### config.mk
export PLATFORM = sky130hd
export DESIGN_NAME = pjq_cell
export DESIGN_NICKNAME = d
export VERILOG_FILES = /design/src/hdl/pjq_pkg.sv /design/src/hdl/pjq_cell.sv
export SDC_FILE = /design/constraint.sdc
export NUM_CORES = 1
export LEC_CHECK = 0
export ABC_CLOCK_PERIOD_IN_PS = 48200
export BUFFER_PORTS_ARGS = -buffer_cell sky130_fd_sc_hd__buf_2
export CAP_MARGIN = 20
export CORE_AREA = 5 5 534 536
export DETAILED_ROUTE_END_ITERATION = 10
export DIE_AREA = 0 0 539 541
export SETUP_SLACK_MARGIN = 0.02
export SYNTH_ARGS = -nofsm -noshare
export SYNTH_HDL_FRONTEND = slang
export SYNTH_SLANG_ARGS = --single-unit
### constraint.sdc
create_clock -name clk_i -period 48.2 [get_ports clk_i]
set_input_delay 2.41 -clock clk_i [delete_from_list [all_inputs] [get_ports clk_i]]
set_output_delay 2.41 -clock clk_i [all_outputs]
set_load 0.01 [all_outputs]
### src/hdl/pjq_pkg.sv
// types, codes and helper functions shared by the job queue files
package pjq_pkg;

  typedef enum logic [3:0] {
    CMD_ADD       = 4'd0,
    CMD_DEL_TAG   = 4'd1,
    CMD_DEL_IDX   = 4'd2,
    CMD_PRI_TAG   = 4'd3,
    CMD_PRI_IDX   = 4'd4,
    CMD_READ_TAG  = 4'd5,
    CMD_READ_IDX  = 4'd6,
    CMD_POP       = 4'd7,
    CMD_CLEAR     = 4'd8,
    CMD_CRC       = 4'd9,
    CMD_NEXT_TAG  = 4'd10,
    CMD_RESET_TAG = 4'd11
  } pjq_cmd_e;

  typedef enum logic [1:0] {
    STAT_OK     = 2'd0,
    STAT_MISS   = 2'd1,
    STAT_LOCKED = 2'd2,
    STAT_FULL   = 2'd3
  } pjq_status_e;

  typedef enum logic [2:0] {
    CELL_HOLD,
    CELL_START,
    CELL_SCAN,
    CELL_REMOVE,
    CELL_INSERT
  } pjq_cell_op_e;

  typedef enum logic [2:0] {
    FSM_IDLE,
    FSM_SCAN,
    FSM_EVAL,
    FSM_REMOVE,
    FSM_INSERT,
    FSM_DONE
  } pjq_fsm_e;

  typedef struct packed {
    logic signed [31:0] pri;
    logic signed [31:0] tag;
    logic [3:0]         zone;
    logic signed [31:0] x;
    logic signed [31:0] y;
    logic signed [31:0] z;
    logic [15:0]        feed;
    logic [15:0]        spin;
    logic [15:0]        tool;
  } pjq_rec_t;

  typedef struct packed {
    pjq_cell_op_e       op;
    logic               by_tag;
    logic               strict;
    logic signed [31:0] tag;
    pjq_rec_t           ins_rec;
  } pjq_ctl_t;

  typedef struct packed {
    pjq_status_e status;
    pjq_rec_t    rec;
    logic [31:0] crc;
  } pjq_res_t;

  localparam logic signed [31:0] LOCK_PRI = 32'sh8000_0000;
  localparam logic [31:0]        CRC_POLY = 32'h0000_00D8;

  function automatic logic [31:0] crc_step(input logic [31:0] crc, input logic [31:0] tag);
    logic [31:0] r;
    r = {tag[7:0] ^ crc[31:24], 24'd0};
    for (int b = 0; b < 8; b++) begin
      r = r[31] ? ((r << 1) ^ CRC_POLY) : (r << 1);
    end
    return r ^ (crc << 8);
  endfunction

endpackage

### src/hdl/pjq_cell.sv
// one queue slot: holds a record, shifts with its neighbors, passes scan data along
module pjq_cell #(
  parameter int IDX = 0,
  parameter int XW  = 8
) (
  input  logic              clk_i,
  input  logic              rst_ni,
  input  pjq_pkg::pjq_ctl_t ctl_i,
  input  logic [XW-1:0]     count_i,
  input  logic [XW-1:0]     idx_i,
  input  pjq_pkg::pjq_rec_t left_rec_i,
  input  pjq_pkg::pjq_rec_t right_rec_i,
  input  logic              left_flag_i,
  output logic              flag_o,
  input  logic              left_fb_i,
  output logic              fb_o,
  input  pjq_pkg::pjq_rec_t right_ob_i,
  output pjq_pkg::pjq_rec_t ob_o,
  input  logic [31:0]       left_crc_i,
  output logic [31:0]       crc_o,
  output pjq_pkg::pjq_rec_t rec_o
);
  import pjq_pkg::*;

  localparam logic [XW-1:0] MY_IDX = XW'(IDX);

  pjq_rec_t    rec_q, rec_d, ob_q;
  logic        fb_q, ge_q;
  logic [31:0] crc_q;
  logic        valid, match, sel, ge;

  always_comb begin
    valid  = MY_IDX < count_i;
    match  = valid && (rec_q.tag == ctl_i.tag);
    sel    = ctl_i.by_tag ? (match && !fb_q) : (valid && (MY_IDX == idx_i));
    ge     = ctl_i.by_tag ? (fb_q || match) : (MY_IDX >= idx_i);
    flag_o = valid && ((ctl_i.strict && ge_q) ? (rec_q.pri < ctl_i.ins_rec.pri)
                                              : (rec_q.pri <= ctl_i.ins_rec.pri));
    fb_o   = fb_q || match;
    rec_d  = rec_q;
    case (ctl_i.op)
      CELL_INSERT: begin
        if (!flag_o) begin
          rec_d = left_flag_i ? ctl_i.ins_rec : left_rec_i;
        end
      end
      CELL_REMOVE: begin
        if (ge_q) begin
          rec_d = right_rec_i;
        end
      end
      default: rec_d = rec_q;
    endcase
  end

  always_ff @(posedge clk_i or negedge rst_ni) begin
    if (!rst_ni) begin
      fb_q <= 1'b0;
      ge_q <= 1'b0;
    end else if (ctl_i.op == CELL_START) begin
      fb_q <= 1'b0;
    end else if (ctl_i.op == CELL_SCAN) begin
      fb_q <= left_fb_i;
      ge_q <= ge;
    end
  end

  always_ff @(posedge clk_i) begin
    rec_q <= rec_d;
    if (ctl_i.op == CELL_SCAN) begin
      ob_q  <= sel ? rec_q : right_ob_i;
      crc_q <= valid ? crc_step(left_crc_i, rec_q.tag) : left_crc_i;
    end
  end

  assign ob_o  = ob_q;
  assign crc_o = crc_q;
  assign rec_o = rec_q;

endmodule

==> metrics <==
row count=195; fraction of layout cells with a size suffix above 1=49.8%; effective utilization at floorplan=8.03%; post-layout min period=7.72 ns; Hold Violations, Final=0; CTS-repair resized insts=0; vias post-DR=21206; drt first pass iters=5; Worst R2R Setup Slack=43.20 ns; final wirelength=191 mm; Yosys top cell area share=60.8%; hold crit path type=reg -> reg; routability cong.=0.923; flops & latches, synth=458; worst path arrival time=5.31 ns; First DRT Iteration DRCs=1613; highest metal used=met5; Hold Path Sink=ob_o[114]$_DFFE_PP_; crit path cell chain=buf_2 -> xor2_1 -> nor4_1 -> nand4_1 -> nor4_2 -> or2_2 -> buf_2; most frequent CP cell=buf_2; routed length per instance=27.3 microns; largest area contributor in the synthesized netlist=edfxtp_1; Crit. End Element=output port; first-pass GRT wire length=232 mm; setup_tns=0 ns; # setup viols final=0; Final WS setup=40.48 ns; CTS tree=yes; Worst Hold Path Cells=1; gr usage total=12.4%; Max-slew headroom=19.3%; met3 WL=20.7 mm; Slew @ Worst Pin=1.20 ns; Min-Delay Startpoint=rec_o[114]$_DFFE_PP_; fmax=129 MHz; WL met2=82.6 mm; nets=4071; status=complete, no violations; hpwl dp=168 mm; Area Overhead vs Synth=61.5%; Max VDD drop=0.0000228 V; Post-synth EDFFs=456; Avg Inst Size Synth=13.2 sq um; clk_lat worst skew=0.67 ns; largest net degree at the start of global routing=88; CP startpoint kind=input port; grt ovf=0; max-slew violations=0; Max H-tree Level=3; max-cap violations=0; vias per inst=3.03; clock transition at the registers of the reported paths=0.05 ns; fin crit share=16.0%; Setup crit start=ctl_i[226]; worst reg2reg startpoint=rec_o[201]$_DFFE_PP_; CP Max Fanout=2; CP required=45.79 ns; synthesized net count=2678; Cells after Synth=1709; metal1 wirelength=77.6 mm; Area contributors post-synth=edfxtp_1 (61%), mux2i_1 (9.4%), mux2_1 (9.1%); vias in the first global route=21011; worst-case reg-to-reg path depth=10; residual DRC count=0; Placement Setup Slack=40.56 ns; die height=541 microns; Chip Width=539 microns; antenna-violating nets left=0; CP max-delay cell=nor4_1; core footprint=0.280 sq mm; hold buffer count at cts=0; initial antenna violation count=158; CTS Sinks=458; I/O pin count=1395; Synth Warn #=0; CP peak stage delay=1.04 ns; Distinct cells, synth=41; RSZ-0062 raised after global routing=no; critical path class=in -> out; CTS root buf=clkbuf_16; maximum root-to-sink buffer count=3; Post-CTS Setup Inserts=0; Power Dens Cells=31.8 mW/mm^2; IO buf count=1394; leakage power total=14.7 nW; ys flop type=edfxtp_1; Synth Cell Area=0.0225 sq mm; FILL cells=31999; asr flop ratio synth=0.437%; Seq/Total Area, Yosys=61.0%; total die area=0.292 sq mm; R2R Path End=rec_o[52]$_DFFE_PP_; TritonCTS Buffers=66; clock skew=0.0274 ns
## synth_stat cells (2+ instances only)
master	instances
a2111oi_0	2
a211oi_1	2
a21o_1	2
a21oi_1	230
a31oi_1	4
and3_1	4
buf_1	4
buf_2	12
buf_6	10
clkbuf_1	73
dfrtp_1	2
edfxtp_1	456
ha_1	32
inv_1	33
mux2_1	182
mux2_2	30
mux2i_1	212
nand2_1	66
nand2b_1	2
nand3_1	3
nand4_1	13
nor2_1	233
nor2b_1	3
nor4_1	12
nor4_2	2
o21ai_0	12
xnor2_1	29
xor2_1	31
## cells by family (layout without fill, tap and decap cells)
group | count (synthesis) | after routing | synth area share [%]
other | 0 | 96 | 0
buffers and inverters | 133 | 1574 | 2.63
adders and majority gates | 32 | 32 | 1.78
DFF | 458 | 458 | 61.0
and+or+nand+nor | 343 | 343 | 6.25
muxes | 424 | 424 | 20.0
xor gates and xnor gates | 60 | 60 | 2.33
AOI/OAI and AO/OA | 259 | 259 | 5.97
## worst max-delay path by stage
stage / endpoint / slack (ns) / cells after the start
after floorplan: rec_o[0]$_DFFE_PP_ / 28.79 / 8
after global placement: fb_o / 40.15 / 7
after detailed placement: fb_o / 40.56 / 7
after CTS: fb_o / 40.53 / 7
after global routing: fb_o / 40.50 / 7
final: fb_o / 40.48 / 7
## critical path: cells and delay by family
family | cells | cell delay (ns)
XOR/XNOR | 1 | 0.17
buffers and inverters | 2 | 0.28
AND/OR/NAND/NOR | 4 | 2.44
## routing by layer
metal / vias up / global-route usage (%)
li1: 9273 / -
met1: 10090 / 15.4
met2: 1499 / 19.1
met3: 316 / 4.61
met4: 28 / 5.18
met5: - / 0
## sequential cells by signal, indices dropped and copies added (netlist names)
register	count
crc_o	32
fb_q	1
ge_q	1
ob_o	212
rec_o	212
## layout by cell type, fill, tap and decap left out, types with 2 or more instances in the layout
master | synthesis | routed
a31oi_1 | 4 | 3
clkinv_4 | 0 | 4
clkbuf_16 | 0 | 67
buf_4 | 1 | 30
clkinv_1 | 0 | 8
xnor2_1 | 29 | 29
buf_2 | 12 | 1393
edfxtp_1 | 456 | 456
nor2_1 | 233 | 233
nand2b_1 | 2 | 2
a211oi_1 | 2 | 2
clkbuf_1 | 73 | 10
a21oi_1 | 230 | 230
inv_6 | 0 | 7
mux2i_2 | 0 | 5
mux2_1 | 182 | 182
a21o_1 | 2 | 2
clkbuf_8 | 0 | 2
diode_2 | 0 | 96
nor2b_1 | 3 | 2
xor2_1 | 31 | 31
clkinvlp_4 | 0 | 5
ha_1 | 32 | 32
dfrtp_1 | 2 | 2
nand4_1 | 13 | 13
inv_16 | 0 | 3
mux2i_1 | 212 | 207
o21ai_0 | 12 | 11
nor4_2 | 2 | 2
nand2_1 | 66 | 64
clkinv_2 | 0 | 7
inv_1 | 33 | 33
nor4_1 | 12 | 11
and3_1 | 4 | 4
nand3_1 | 3 | 3
mux2_2 | 30 | 30
## power breakdown
part	internal, mW	switching, mW
registers	0.467	0.0256
clock network	0.268	0.217
logic	0.0699	0.108
## layout make-up
type                    instances  area, sq um  area share [%]
flip-flops and latches        458        13700            37.8
multi-input cells            1118         8270            22.7
repair buffers               1425         7230            19.9
well taps                    3743         4680            12.9
clock buffers                  79         1740            4.79
clock inverters                37          335           0.922
diodes                         96          240           0.660
inverters                      33          124           0.341
## through the flow
| stage | area, sq um | hold slack [ns] | total power, mW | cells | utilization, % |
|---|---|---|---|---|---|
| 2_1_floorplan | 22500 | 0.519 | 0.559 | 1709 | - |
| 3_3_place_gp | 34000 | 0.530 | 0.683 | 6777 | 12.1 |
| 3_5_place_dp | 34100 | 0.540 | 0.683 | 6777 | 12.1 |
| 4_1_cts | 36100 | 0.558 | 1.18 | 6893 | 12.9 |
| 5_1_grt | 36200 | 0.567 | 1.21 | 6928 | 12.9 |
| 6_report | 36400 | 0.560 | 1.16 | 6989 | 13.0 |
Note: power is estimated with default switching activity, not from simulation.
